## config.mk

```make
export PLATFORM = sky130hd
export DESIGN_NAME = ycbcr_to_rgb_alpha_bands
export DESIGN_NICKNAME = d
export VERILOG_FILES = /design/src/sv/ycra_pkg.sv /design/src/sv/ycbcr_to_rgb_alpha_bands.sv
export SDC_FILE = /design/constraint.sdc
export NUM_CORES = 1
export LEC_CHECK = 0
export BUFFER_PORTS_ARGS = -buffer_cell sky130_fd_sc_hd__buf_2
export CELL_PAD_IN_SITES_DETAIL_PLACEMENT = 1
export CELL_PAD_IN_SITES_GLOBAL_PLACEMENT = 1
export CORE_ASPECT_RATIO = 1.25
export CORE_UTILIZATION = 45
export DETAILED_ROUTE_END_ITERATION = 16
export PLACE_DENSITY = 0.79
export RECOVER_POWER = 100
export SLEW_MARGIN = 0
export SYNTH_ARGS = -nofsm -noshare
export SYNTH_HDL_FRONTEND = slang
export SYNTH_SLANG_ARGS = --single-unit
```

## constraint.sdc

```tcl
create_clock -name clk -period 7.1 [get_ports clk]
set_clock_uncertainty 0.1 [all_clocks]
set_input_delay 0.355 -clock clk [delete_from_list [all_inputs] [get_ports clk]]
set_output_delay 0.355 -clock clk [all_outputs]
set_load 0.01 [all_outputs]
```

## src/sv/ycra_pkg.sv

```systemverilog
package ycra_pkg;

  localparam int unsigned SampleW = 8;
  localparam int unsigned WidthW  = 14;
  localparam int unsigned ColW    = 13;
  localparam int unsigned SumW    = 20;

  localparam logic [WidthW-1:0] MaxWidth   = 14'd8192;
  localparam logic [WidthW-1:0] ResetWidth = 14'd1920;

  // register indexes on the configuration port
  localparam logic CFG_OUTPUT_MODE = 1'b0;
  localparam logic CFG_FRAME_WIDTH = 1'b1;

  // output_mode codes
  localparam logic MODE_OPAQUE = 1'b0;
  localparam logic MODE_BANDS  = 1'b1;

  localparam logic signed [SumW-1:0] K_Y     = 20'sd298;
  localparam logic signed [SumW-1:0] K_CB_B  = 20'sd516;
  localparam logic signed [SumW-1:0] K_CB_G  = 20'sd100;
  localparam logic signed [SumW-1:0] K_CR_G  = 20'sd208;
  localparam logic signed [SumW-1:0] K_CR_R  = 20'sd409;
  localparam logic signed [SumW-1:0] ROUND   = 20'sd128;
  localparam logic signed [SumW-1:0] Y_OFS   = 20'sd16;
  localparam logic signed [SumW-1:0] C_OFS   = 20'sd128;

  localparam logic [SampleW-1:0] ALPHA_CLEAR = 8'd0;
  localparam logic [SampleW-1:0] ALPHA_HALF  = 8'd128;
  localparam logic [SampleW-1:0] ALPHA_OPAQUE = 8'd255;

  typedef logic signed [SumW-1:0] sum_t;

  // drop the rounding fraction and clamp to 0..255
  function automatic logic [SampleW-1:0] sat_byte(input sum_t sum);
    logic [SumW-9:0] q;
    begin
      q = sum[SumW-1:8];
      if (sum[SumW-1]) begin
        sat_byte = 8'd0;
      end else if (q > 12'd255) begin
        sat_byte = 8'd255;
      end else begin
        sat_byte = q[SampleW-1:0];
      end
    end
  endfunction

endpackage

```

## src/sv/ycbcr_to_rgb_alpha_bands.sv

```systemverilog
// Stages: input register, result register; color math and band compare each fit one stage.
// Throughput: one pixel per cycle while out_tready does not stall the pipeline.
// in_tready drops only while the result register is full and out_tready is low.
// Reset (rst_n, synchronous, active low): pipeline empty, output_mode opaque,
// frame_width 1920, column counter at 0.
module ycbcr_to_rgb_alpha_bands import ycra_pkg::*; (
  input  logic        clk,
  input  logic        rst_n,
  input  logic        cfg_we,
  input  logic        cfg_index,
  input  logic [13:0] cfg_wdata,
  input  logic        in_tvalid,
  output logic        in_tready,
  input  logic [23:0] in_tdata,   // luma[7:0], chroma_blue[15:8], chroma_red[23:16]
  output logic        out_tvalid,
  input  logic        out_tready,
  output logic [31:0] out_tdata   // blue[7:0], green[15:8], red[23:16], alpha[31:24]
);

  logic              mode_r;
  logic [WidthW-1:0] width_r;
  logic [ColW-1:0]   col_r, col_nxt;

  logic               s1_valid_r;
  logic [SampleW-1:0] s1_y_r, s1_cb_r, s1_cr_r, s1_alpha_r;
  logic               out_valid_r;
  logic [31:0]        out_data_r;

  logic               s1_ready, in_fire, s1_move;
  logic [WidthW-1:0]  w_eff;
  logic [WidthW:0]    three_x, two_w;
  logic [WidthW-1:0]  x_inc;
  logic [SampleW-1:0] alpha_nxt;

  sum_t ym, dm, em, c_term, b_sum, g_sum, r_sum;

  assign s1_move   = s1_valid_r && (!out_valid_r || out_tready);
  assign s1_ready  = !s1_valid_r || !out_valid_r || out_tready;
  assign in_tready = s1_ready;
  assign in_fire   = in_tvalid && s1_ready;

  // saturate the programmed width to 1..8192
  always_comb begin
    if (width_r == '0) begin
      w_eff = 14'd1;
    end else if (width_r > MaxWidth) begin
      w_eff = MaxWidth;
    end else begin
      w_eff = width_r;
    end
  end

  always_comb begin
    three_x = {2'b00, col_r} + {1'b0, col_r, 1'b0};
    two_w   = {w_eff, 1'b0};
    if (mode_r == MODE_OPAQUE) begin
      alpha_nxt = ALPHA_OPAQUE;
    end else if (three_x < {1'b0, w_eff}) begin
      alpha_nxt = ALPHA_CLEAR;
    end else if (three_x < two_w) begin
      alpha_nxt = ALPHA_HALF;
    end else begin
      alpha_nxt = ALPHA_OPAQUE;
    end
    x_inc = {1'b0, col_r} + 14'd1;
    col_nxt = (x_inc >= w_eff) ? '0 : x_inc[ColW-1:0];
  end

  always_comb begin
    ym     = $signed({12'd0, s1_y_r}) - Y_OFS;
    dm     = $signed({12'd0, s1_cb_r}) - C_OFS;
    em     = $signed({12'd0, s1_cr_r}) - C_OFS;
    c_term = K_Y * ym;
    b_sum  = c_term + K_CB_B * dm + ROUND;
    g_sum  = c_term - K_CB_G * dm - K_CR_G * em + ROUND;
    r_sum  = c_term + K_CR_R * em + ROUND;
  end

  always_ff @(posedge clk) begin
    if (!rst_n) begin
      mode_r      <= MODE_OPAQUE;
      width_r     <= ResetWidth;
      col_r       <= '0;
      s1_valid_r  <= 1'b0;
      out_valid_r <= 1'b0;
    end else begin
      if (cfg_we) begin
        unique case (cfg_index)
          CFG_OUTPUT_MODE: mode_r  <= cfg_wdata[0];
          CFG_FRAME_WIDTH: width_r <= cfg_wdata;
          default: ;
        endcase
      end
      if (in_fire) begin
        col_r <= col_nxt;
      end
      if (s1_ready) begin
        s1_valid_r <= in_tvalid;
      end
      if (!out_valid_r || out_tready) begin
        out_valid_r <= s1_valid_r;
      end
    end
  end

  // payload: capture on transaction, hold while stalled
  always_ff @(posedge clk) begin
    if (in_fire) begin
      s1_y_r     <= in_tdata[7:0];
      s1_cb_r    <= in_tdata[15:8];
      s1_cr_r    <= in_tdata[23:16];
      s1_alpha_r <= alpha_nxt;
    end
    if (s1_move) begin
      out_data_r <= {s1_alpha_r, sat_byte(r_sum), sat_byte(g_sum), sat_byte(b_sum)};
    end
  end

  assign out_tvalid = out_valid_r;
  assign out_tdata  = out_data_r;

endmodule
```

* After elaboration in Yosys (flattened, before gate mapping)
Cells that the tools add are included.
Storage, ports and cells: bits in registers 94, bits of input ports 44, output and inout port bits 34, logic and storage cells 56
Cells by class: add/subtract/negate cells 12, multipliers 5, order comparisons 7, muxes and demuxes 8, bitwise gates (word level) 1, reduce and logical (&&, ||, !) cells 10
Operators with widths (number):
- $add 20x9->20 const B | 3
- $gt 12x8->1 const B | 3
- $mul 9x9->18 const A | 2
- $mux 8 | 4
- $mux 14 | 2
- $add 19x19->20 | 1
- $add 19x20->20 | 1
- $sub 19x17->20 | 1
- $sub 20x18->20 | 1
- $mul 10x9->19 const A | 1
- $sub 8x8->9 const B | 2
- $add 13x14->15 | 1
- $lt 15x14->1 | 1
- $lt 15x15->1 | 1
- $mul 6x9->15 const A | 1
- $add 13x1->14 const B | 1
- $ge 14x14->1 | 1
- $gt 14x14->1 const B | 1
- $logic_not 14->1 | 1
- $mul 5x9->14 const A | 1
- $mux 13 | 1
- $sub 8x5->9 const B | 1
- $mux 7 | 1
- $reduce_and 2->1 | 2
- 4 further kinds | 8

* Longest topological paths before layout
Gate-level depths: netlist (run 1).
word-level depth 7, mapped depth 32, mapped depth without buffers 31

* Worst setup path after synthesis (run 1)
No wires, ideal clock.
path type reg-to-reg, start register s1_y_r[4], end register out_data_r[15] (netlist: out_tdata[15]), data pin, library setup time 0.254 ns, data arrival time 7.261 ns, data required time 6.746 ns, slack -0.516 ns, cell stages (with the launch flop) 26, buffers on the path 1, clock period less this slack 7.616 ns, path through edfxtp_1 > inv_1 > ha_1 > or3b_1 > clkbuf_1 > inv_1 > ha_1 > ha_1 > fa_1 > fa_1 > ha_1 > ha_1 > nand3_1 > o211ai_1 > or4_1 > a31o_1 > a21o_1 > a2111oi_4 > fa_1 > ha_1 > ha_1 > nor2b_1 > a2111oi_0 > o221ai_1 > a211o_1 > o21a_1
Between the ends: cells in the longest elaborated chain, start to end 7
Ends and longest elaborated chain:
- from (decl) | RTL line ycbcr_to_rgb_alpha_bands.sv:25 | logic [SampleW-1:0] s1_y_r, s1_cb_r, s1_cr_r, s1_alpha_r;
- from (signal assigned) | RTL line ycbcr_to_rgb_alpha_bands.sv:109 | s1_y_r <= in_tdata[7:0];
- $sub 8x5->9 * | RTL line ycbcr_to_rgb_alpha_bands.sv:70 | ym = $signed({12'd0, s1_y_r}) - Y_OFS;
- $mul 9x9->18 * | RTL line ycbcr_to_rgb_alpha_bands.sv:73 | c_term = K_Y * ym;
- $sub 19x17->20 * | RTL line ycbcr_to_rgb_alpha_bands.sv:75 | g_sum = c_term - K_CB_G * dm - K_CR_G * em + ROUND;
- $sub 20x18->20 * | RTL line ycbcr_to_rgb_alpha_bands.sv:75
- $add 20x9->20 * | RTL line ycbcr_to_rgb_alpha_bands.sv:75
- $gt 12x8->1 | RTL line ycra_pkg.sv:41 | end else if (q > 12'd255) begin
- $mux 8 | RTL line ycra_pkg.sv:41
- to (signal assigned) | RTL line ycbcr_to_rgb_alpha_bands.sv:115 | out_data_r <= {s1_alpha_r, sat_byte(r_sum), sat_byte(g_sum), sat_byte(b_sum)};
- to (decl) | RTL line ycbcr_to_rgb_alpha_bands.sv:27 | logic [31:0] out_data_r;
Mark *: on every way between the ends. The rest lies on a longest branch, timed or not. A chain may end at the register's enable or synchronous reset.

* Worst setup path after layout (run 1)
start register s1_y_r[5], end register out_data_r[8] (netlist: out_tdata[8]), data pin
The elaborated chain is that of the path after synthesis.

==> flow_metrics.py, run 1 <==
metrics = {
    "outcome": {
        "violations": "max-capacitance violations, max-slew violations, negative setup slack",
        "status": "finished, violations left",
    },
    "run": {
        "cap_violations": 2,
    },
    "clock_network": {
        "cts_tree": "done",
        "clk_path_buf_depth": 2,
        "h-tree-depth": 3,
        "cts_root_buf": "clkbuf_16",
        "clk_latency_ns": 0.37,
        "numClockSinks": 82,
        "numCtsBuffers": 9,
        "clk_pin_slew_worst_paths_ns": 0.07,
        "hold_buffers": 0,
    },
    "setup_path": {
        "critPathRequiredTime_ns": 7.13,
        "cp.arrival_ns": 7.28,
        "worstPathMaxFanout": 8,
        "critPathBufInv": 8,
        "cp_common_cell": "ha_4",
        "worst_setup_path_end_kind": "flop",
        "worst-setup-path-type": "flop to flop",
        "cpMaxStageDelayCell": "fa_1",
        "slowest_delay_ns": 0.56,
        "critPathLaunchType": "flop",
        "crit_family": "adder cells",
    },
    "drt": {
        "drtAntennaViolNets": 0,
        "initialDrtViolationCount": 231,
        "wl_per_cell_um": 19.99,
        "wirelength_um": 33650,
        "num_vias": 9329,
        "dr.pass1.iters": 4,
        "via_per_inst": 5.543,
        "drc": 0,
    },
    "global_route": {
        "grt_pass1_wl_um": 51810,
        "grt_pass1_vias": 10580,
        "grt-ovfl-total": 0,
        "antenna_found_initial": 0,
        "track_usage": 0.2617,
        "grt_max_degree": 27,
    },
    "yosys": {
        "synth-seq-cells": 82,
        "ys.flop_type": "edfxtp_1",
        "synth.avg_cell_area_um2": 9.519,
        "synth_area_um2": 11370,
        "synth_cell_type_count": 66,
        "netlist_instances": 1194,
        "ys_async_sr_fraction": 0,
        "seq_area_frac_synth": 0.1902,
        "synth_nets": 1595,
        "synth-edff-count": 52,
        "yosys_warnings": 0,
    },
    "floorplanning": {
        "rows": 64,
        "die_h_um": 179.7,
        "ios": 78,
        "core-area_um2": 24660,
        "start_util": 0.4608,
        "die_w_um": 144.1,
        "dieArea_um2": 25900,
    },
    "timing": {
        "rsz0062_at_grt": "true",
        "period_needed_ns": 7.254,
        "setup_ws_ns": -0.1542,
        "worst_pin_slew_ns": 1.831,
        "final.setup.tns_ns": -1.154,
        "maxSlewViolCount": 54,
        "post-route-period-util": 1.022,
        "setup_viol": 9,
        "max_freq_ghz": 0.1379,
        "relSlewSlack": -0.2204,
        "hold_violations": 0,
    },
    "cells_and_area": {
        "nFillCells": 2848,
        "fin_cells": 1683,
        "final_nets": 1749,
        "diodes": 0,
        "synthToLayoutAreaGrowth_pct": 18.54,
        "drive_above_1_share": 0.1611,
    },
    "placement": {
        "placedCellCount": 1650,
        "dp_hpwl_um": 26470,
        "routabilityCongestion": 0.9106,
        "port_buffers": 77,
        "place_ws_ns": -0.2453,
    },
    "hold_path": {
        "hold_path.class": "input port to flop",
    },
}
-- worst paths after layout --
check / end / depth (start not counted) / slack, ns / start
max: out_tdata[8]$_SDFFCE_PP0P_ / 30 / -0.15 / s1_y_r[5]$_DFFE_PP_
min: s1_cb_r[7]$_DFFE_PP_ / 1 / 0.06 / in_tdata[15]
max reg2reg: out_tdata[8]$_SDFFCE_PP0P_ / 30 / -0.15 / s1_y_r[5]$_DFFE_PP_
min reg2reg: out_tdata[31]$_DFFE_PP_ / 0 / 0.33 / s1_alpha_r[7]$_SDFFCE_PN1P_
-- sequential cells by signal (all words and copies together), names as in the netlist --
signal / flops
s1_valid_r: 1
s1_y_r: 8
s1_cb_r: 8
mode_r: 1
s1_cr_r: 8
width_r: 14
out_tdata: 26
out_tvalid: 1
s1_alpha_r: 2
col_r: 13
-- through the flow --
| stage | util | cell area, um2 | hold WS (ns) |
|---|---|---|---|
| finish | 0.5463 | 13470 | 0.05517 |
| detailed placement | 0.5122 | 12630 | 0.3188 |
| global placement | 0.5122 | 12630 | 0.3056 |
| floorplan | - | 11440 | 0.3003 |
| global route | 0.5463 | 13470 | 0.04825 |
| CTS | 0.5323 | 13130 | 0.04856 |
-- worst reg2reg max path, delay by kind of cell (launching register included) --
family	cells	cell delay, ns
fa+ha+maj	9	2.78
simple gates	3	0.70
xor+xnor	1	0.23
buf+inv	8	0.94
flops	1	0.40
compound gates	9	1.87
-- per-layer routing --
layer / wire length (um) / part of all wire / vias up / global-route usage
met4: 1567 / 0.047 / 0 / 0.1385
met5: 0 / 0 / - / 0
met1: 12220 / 0.36 / 4588 / 0.2560
li1: - / - / 4456 / -
met2: 18970 / 0.56 / 187 / 0.5169
met3: 895 / 0.027 / 98 / 0.03250
-- cells by family after synthesis --
family / after synthesis / synth area share
adders and majority gates: 357 / 0.4379
AOI/OAI and AO/OA: 236 / 0.1393
and+or+nand+nor: 225 / 0.09500
buffers and inverters: 211 / 0.07166
DFF: 82 / 0.1902
xor gates and xnor gates: 79 / 0.06220
muxes: 4 / 0.003743
-- layout make-up --
type	count	area (um2)	area share
clock buffer	9	225.2	0.01672
clock inverter	7	51.30	0.003808
inverter	198	748.2	0.05554
multi-input combinational	901	8950	0.6643
sequential	82	2162	0.1605
tap	330	412.9	0.03065
timing repair buffer	156	923.4	0.06854
-- cell usage in the layout, fill, tap and decap left out, drive strengths merged, types with 3 or more instances in the layout --
| cell | instances |
|---|---|
| ha | 289 |
| inv | 200 |
| buf | 112 |
| nand2 | 77 |
| a21oi | 69 |
| fa | 68 |
| clkbuf | 53 |
| edfxtp | 52 |
| xnor2 | 48 |
| nor2 | 46 |
| dfxtp | 30 |
| xor2 | 30 |
| a21o | 28 |
| o21a | 28 |
| o21ai | 27 |
| nand3 | 19 |
| nor2b | 16 |
| nor3 | 16 |
| a31oi | 12 |
| nand2b | 12 |
| o21bai | 11 |
| a21boi | 11 |
| nand4 | 6 |
| a22o | 6 |
| a2111oi | 6 |
| o211ai | 5 |
| nor4 | 5 |
| or2 | 5 |
| clkinv | 5 |
| o22ai | 4 |
| and3 | 4 |
| and2 | 4 |
| a31o | 4 |
| o31ai | 4 |
| or3 | 3 |
| a211oi | 3 |
| a211o | 3 |
| or4 | 3 |
-- Yosys cell counts (19+ instances only) --
library cell  number  area, um2
ha_1             289       3616
dfxtp_1           30      600.6
fa_1              68       1361
o21ai_0           26      130.1
o21a_1            28      210.2
nor2_1            46      172.7
xor2_1            30      262.8
nand2_1           77      289.0
a21oi_1           68      340.3
nand3_1           19      95.09
xnor2_1           48      420.4
a21o_1            28      210.2
edfxtp_1          52       1562
inv_1            197      739.5
-- repair_timing --
action	4_1_cts	5_1_grt
buffers inserted	10	7
endpoints found under the setup margin	24	24
pin swaps	33	44
resized for setup	27	66
Power of run 1 is left out: the tool's default activity adds up to more than one toggle a clock period on the data nets, which glitch-free logic cannot reach.
==> run 2: changes to the inputs <==
- ABC_AREA: not set -> 1
- CORE_UTILIZATION: 45 -> 43
- PLACE_DENSITY: 0.79 -> 0.78
==> run 2 against run 1 <==
Compared with the run above:
- the flow finishes with violations (max-capacitance violations, max-slew violations)
- utilization shrank 6.1 points
- critical path depth shrank 1
- critical endpoint is now out_tdata[18]$_SDFFCE_PP0P_
- fmax grew 6.1%
- cell area grew 2.9%
==> flow_metrics.py, run 2 <==
metrics = {
    "cells_and_area": {
        "synthToLayoutAreaGrowth_pct": 10.15,
        "diodes": 0,
        "final_nets": 2084,
        "nFillCells": 3578,
        "largest_register_ffs": 26,
        "final_core_util": 0.4850,
        "drive_above_1_share": 0.08175,
        "final_common_cell": "nand2_1",
        "layout_common_cells": "nand2_1 (320), inv_1 (291), ha_1 (285), a21oi_1 (110), nor2_1 (88)",
    },
    "yosys": {
        "yosys_warnings": 0,
        "synth_nets": 1990,
        "synth_common_cells": "nand2_1 (321), inv_1 (290), ha_1 (289)",
        "synth_cell_type_count": 44,
        "synth_area_um2": 12580,
        "ys_async_sr_fraction": 0,
        "synth-edff-count": 52,
        "synth_top_area_frac": 0.2874,
        "synth.avg_cell_area_um2": 7.919,
        "netlist_instances": 1589,
        "synth-seq-cells": 82,
        "synth_top_cell_by_area": "ha_1",
        "synth.most_common_cell": "nand2_1",
        "synthTopCellsByArea": "ha_1 (29%), edfxtp_1 (12%), fa_1 (11%), nand2_1 (9.6%), inv_1 (8.7%)",
        "ys.flop_type": "edfxtp_1",
        "seq_area_frac_synth": 0.1718,
    },
    "clock_network": {
        "hold_buffers": 0,
        "cts_tree": "done",
        "clk_path_buf_depth": 2,
        "h-tree-depth": 3,
        "cts_root_buf": "clkbuf_16",
        "clk_latency_ns": 0.38,
        "numCtsBuffers": 9,
        "numClockSinks": 82,
        "clk_pin_slew_worst_paths_ns": 0.08,
    },
    "floorplanning": {
        "start_util": 0.4403,
        "rows": 69,
        "die_h_um": 193.3,
        "core-area_um2": 28580,
        "dieArea_um2": 29960,
        "ios": 78,
        "die_w_um": 155.0,
    },
    "timing": {
        "final.setup.tns_ns": 0,
        "post-route-period-util": 0.9631,
        "relSlewSlack": -1.213,
        "hold_violations": 0,
        "period_needed_ns": 6.838,
        "max_freq_ghz": 0.1462,
        "maxSlewViolCount": 55,
        "setup_viol": 0,
        "worst_pin_slew_ns": 3.320,
    },
    "drt": {
        "wirelength_um": 35040,
        "initialDrtViolationCount": 375,
        "num_vias": 10930,
        "wl_per_cell_um": 16.86,
        "dr.pass1.iters": 4,
        "drc": 0,
        "via_per_inst": 5.260,
        "drtAntennaViolNets": 0,
    },
    "global_route": {
        "grt-ovfl-total": 0,
        "grt_pass1_wl_um": 57540,
        "track_usage": 0.2435,
        "grt_pass1_vias": 11960,
        "antenna_found_initial": 0,
        "grt_max_degree": 28,
    },
    "setup_path": {
        "cpMaxStageDelayCell": "fa_1",
        "critPathLaunchType": "flop",
        "slowest_delay_ns": 0.51,
        "worst_setup_path_end_kind": "flop",
        "regToRegSetupSlack_ns": 0.26,
        "cp.arrival_ns": 6.85,
        "critPathRequiredTime_ns": 7.11,
        "worst-setup-path-type": "flop to flop",
        "cp_common_cell": "inv_1",
        "worstPathMaxFanout": 8,
    },
    "placement": {
        "dp_hpwl_um": 30230,
        "routabilityCongestion": 0.9216,
        "port_buffers": 77,
    },
    "hold_path": {
        "hold_path.class": "input port to flop",
    },
    "run": {
        "cap_violations": 2,
    },
    "outcome": {
        "violations": "max-capacitance violations, max-slew violations",
        "status": "finished, violations left",
    },
}
==> run 2: per-stage QoR <==
| step | instance area [um2] | setup slack, ns | hold slack [ns] | std cells |
|---|---|---|---|---|
| finish | 13860 | 0.2620 | 0.05830 | 2078 |
| global route | 13860 | -0.02492 | 0.05591 | 2078 |
| CTS | 13840 | 0.002814 | 0.04529 | 2077 |
| detailed placement | 13530 | -0.05570 | 0.3133 | 2061 |
| global placement | 13530 | 0.2154 | 0.3029 | 2061 |
| floorplan | 12580 | 0.3599 | 0.3003 | 1589 |
==> run 2: worst paths after layout <==
check / cells past startpoint / end / startpoint
worst max-delay path: 29 / out_tdata[18]$_SDFFCE_PP0P_ / s1_y_r[4]$_DFFE_PP_
worst min-delay path: 1 / s1_cb_r[2]$_DFFE_PP_ / in_tdata[10]
worst max register to register: 29 / out_tdata[18]$_SDFFCE_PP0P_ / s1_y_r[4]$_DFFE_PP_
worst min register to register: 0 / out_tdata[30]$_DFFE_PP_ / s1_alpha_r[6]$_SDFFCE_PN1P_
==> run 2: critical path, delay by kind of cell (launching register included) <==
kind | cells | cell delay (ns)
adders and majority gates | 11 | 4.20
and+or+nand+nor | 7 | 0.78
xor gates and xnor gates | 1 | 0.14
buffers and inverters | 8 | 0.60
AOI/OAI and AO/OA | 2 | 0.40
DFF | 1 | 0.36
==> run 2: cell type report <==
| type | count | area, um2 | share of cell area |
|---|---|---|---|
| sequential | 82 | 2162 | 0.1560 |
| tap | 390 | 488.0 | 0.03520 |
| clock inverter | 7 | 76.32 | 0.005506 |
| clock buffer | 9 | 225.2 | 0.01625 |
| timing repair buffer | 96 | 470.5 | 0.03394 |
| multi-input combinational | 1198 | 9328 | 0.6730 |
| inverter | 296 | 1111 | 0.08016 |
==> run 2: layer usage <==
layer / part of all wire / GRT usage / up-vias
met2: 0.56 / 0.4818 / 132
li1: - / - / 5414
met3: 0.023 / 0.02554 / 59
met5: 0 / 0 / -
met1: 0.38 / 0.2554 / 5326
met4: 0.036 / 0.09974 / 0
==> run 2: repair_timing <==
action	4_1_cts	5_1_grt
hold endpoints to repair	0	0
buffers inserted	0	1
resized for setup	1	21
endpoints found under the setup margin	8	16
pin swaps	1	6
==> run 2: cell families (layout without fill, tap and decap cells) <==
group | count (synthesis) | count (layout) | share of synthesized area
fa+ha+maj | 357 | 357 | 0.3955
buf+inv | 309 | 408 | 0.09436
simple gates | 549 | 549 | 0.1916
flops | 82 | 82 | 0.1718
xor+xnor | 71 | 71 | 0.04942
compound gates | 221 | 221 | 0.09725
Power of run 2 is left out for the same reason.
==> run 3: changes to the inputs <==
- ABC_AREA: 1 -> not set
- CORE_ASPECT_RATIO: 1.25 -> 1.5
- CORE_MARGIN: not set -> 5
- CORE_UTILIZATION: 43 -> 45
- PLACE_DENSITY: 0.78 -> 0.79
==> run 3 against run 2 <==
Compared with the run above:
- via count fell by 14%
- sequential cell count did not move
- the flow finishes with violations (max-capacitance violations, max-slew violations, negative setup slack)
- worst hold slack hardly changed
- non-clock buffer count up 67
==> flow_metrics.py, run 3 (same netlist as run 1, synthesis figures left out) <==
metrics = {
    "outcome": {
        "status": "finished, violations left",
        "violations": "max-capacitance violations, max-slew violations, negative setup slack",
    },
    "drt": {
        "wirelength_um": 34820,
        "met2_wirelength_um": 19620,
        "drc": 0,
        "wl_met3_um": 960,
        "num_vias": 9417,
        "drtAntennaViolNets": 0,
        "dr.pass1.iters": 4,
        "top_layer_used": "met4",
        "drt-met1-wl_um": 11800,
        "wl_per_cell_um": 20.63,
        "initialDrtViolationCount": 293,
        "via_per_inst": 5.579,
    },
    "setup_path": {
        "path_depth": 29,
        "cp_common_cell": "ha_4",
        "reg2reg_depth": 29,
        "critPathRequiredTime_ns": 7.12,
        "worst_setup_path_end_kind": "flop",
        "worstPathMaxFanout": 8,
        "critPathLaunchType": "flop",
        "critPathBufInv": 5,
        "cp.arrival_ns": 7.26,
        "worst-setup-path-type": "flop to flop",
        "slowest_delay_ns": 0.56,
        "crit_family": "adder cells",
        "cpMaxStageDelayCell": "fa_1",
    },
    "clock_network": {
        "hold_buffers": 0,
        "clk_pin_slew_worst_paths_ns": 0.08,
        "h-tree-depth": 3,
        "numClockSinks": 82,
        "cts_root_buf": "clkbuf_16",
        "numCtsBuffers": 9,
        "clk_latency_ns": 0.37,
        "clk_path_buf_depth": 2,
        "cts_tree": "done",
    },
    "global_route": {
        "grt-ovfl-total": 0,
        "grt_max_degree": 27,
        "grt_pass1_wl_um": 52950,
        "antenna_found_initial": 0,
        "grt_pass1_vias": 10700,
        "track_usage": 0.2350,
    },
    "placement": {
        "port_buffers": 77,
        "routabilityCongestion": 0.8685,
        "dpl-instance-area_um2": 12620,
        "dp_hpwl_um": 27370,
        "place_ws_ns": -0.3807,
        "placedCellCount": 1646,
    },
    "timing": {
        "worst_pin_slew_ns": 2.953,
        "max_freq_ghz": 0.1380,
        "maxSlewViolCount": 54,
        "hold_violations": 0,
        "setup_ws_ns": -0.1478,
        "setup_viol": 16,
        "rsz0062_at_grt": "true",
        "relSlewSlack": -0.9730,
        "post-route-period-util": 1.021,
        "period_needed_ns": 7.248,
    },
    "cells_and_area": {
        "layout_common_cells": "ha_1 (261), inv_1 (187), buf_4 (81), nand2_1 (77), fa_1 (65)",
        "multi_input_area_um2": 9017,
        "drive_above_1_share": 0.1743,
        "layout.area.seq_um2": 2162,
        "synthToLayoutAreaGrowth_pct": 19.78,
        "final_nets": 1756,
        "largest_register_ffs": 26,
        "nFillCells": 2844,
        "final_common_cell": "ha_1",
        "final_core_util": 0.5454,
        "post-route-cell-area_um2": 13610,
        "diodes": 0,
        "fin_cells": 1688,
    },
    "floorplanning": {
        "dieArea_um2": 28600,
        "die_h_um": 204.6,
        "ios": 78,
        "rows": 71,
        "die_w_um": 139.8,
        "start_util": 0.4553,
        "core-area_um2": 24960,
    },
    "run": {
        "cap_violations": 2,
    },
    "hold_path": {
        "min_path_cells": 1,
        "hold_path.class": "input port to flop",
    },
}
[run 3: cell count changes in the layout (fill, tap and decap cells not counted), sizes merged, moves of 22 or more]
cell,delta
nand2,-259
a21o,+25
inv,-97
o21a,+25
o21ai,-22
nor2,-50
a21oi,-54
buf,+65
nand3,-48
[run 3: cell type report]
class | count | area share
clock buffers | 9 | 0.01654
clock inverters | 7 | 0.005422
inverters | 198 | 0.05496
multi-input cells | 901 | 0.6623
flip-flops and latches | 82 | 0.1588
well taps | 328 | 0.03014
repair buffers | 163 | 0.07178
[run 3: path summary, 6_finish.rpt]
kind                                             startpoint                          end  slack [ns]
worst max register to register          s1_y_r[4]$_DFFE_PP_  out_tdata[14]$_SDFFCE_PP0P_       -0.15
worst min-delay path                            in_tdata[3]          s1_y_r[3]$_DFFE_PP_        0.06
worst min register to register  s1_alpha_r[7]$_SDFFCE_PN1P_      out_tdata[31]$_DFFE_PP_        0.33
worst max-delay path                    s1_y_r[4]$_DFFE_PP_  out_tdata[14]$_SDFFCE_PP0P_       -0.15
[run 3: worst register-to-register path, delay by kind of cell, from the launching register on]
family / cells / cell delay, ns
xor+xnor: 1 / 0.17
fa+ha+maj: 10 / 3.01
simple gates: 5 / 1.16
buf+inv: 5 / 0.48
flops: 1 / 0.44
compound gates: 8 / 1.65
[run 3: routing by layer]
metal,global-route usage,up-vias
met5,0,-
met4,0.1357,0
met3,0.03083,129
met2,0.4792,198
met1,0.2167,4636
li1,-,4454
[run 3: through the flow]
stage	hold slack, ns	setup TNS [ns]
global route	0.04472	-6.087
detailed placement	0.3276	-6.989
CTS	0.03985	-1.323
floorplan	0.3003	0
global placement	0.3026	-1.371
finish	0.05859	-1.450
[run 3: repair_timing]
item	4_1_cts	5_1_grt
pin swaps	39	39
gates resized for setup	45	59
buffers inserted	14	12
endpoints found under the setup margin	24	24
Power of run 3 is left out for the same reason.
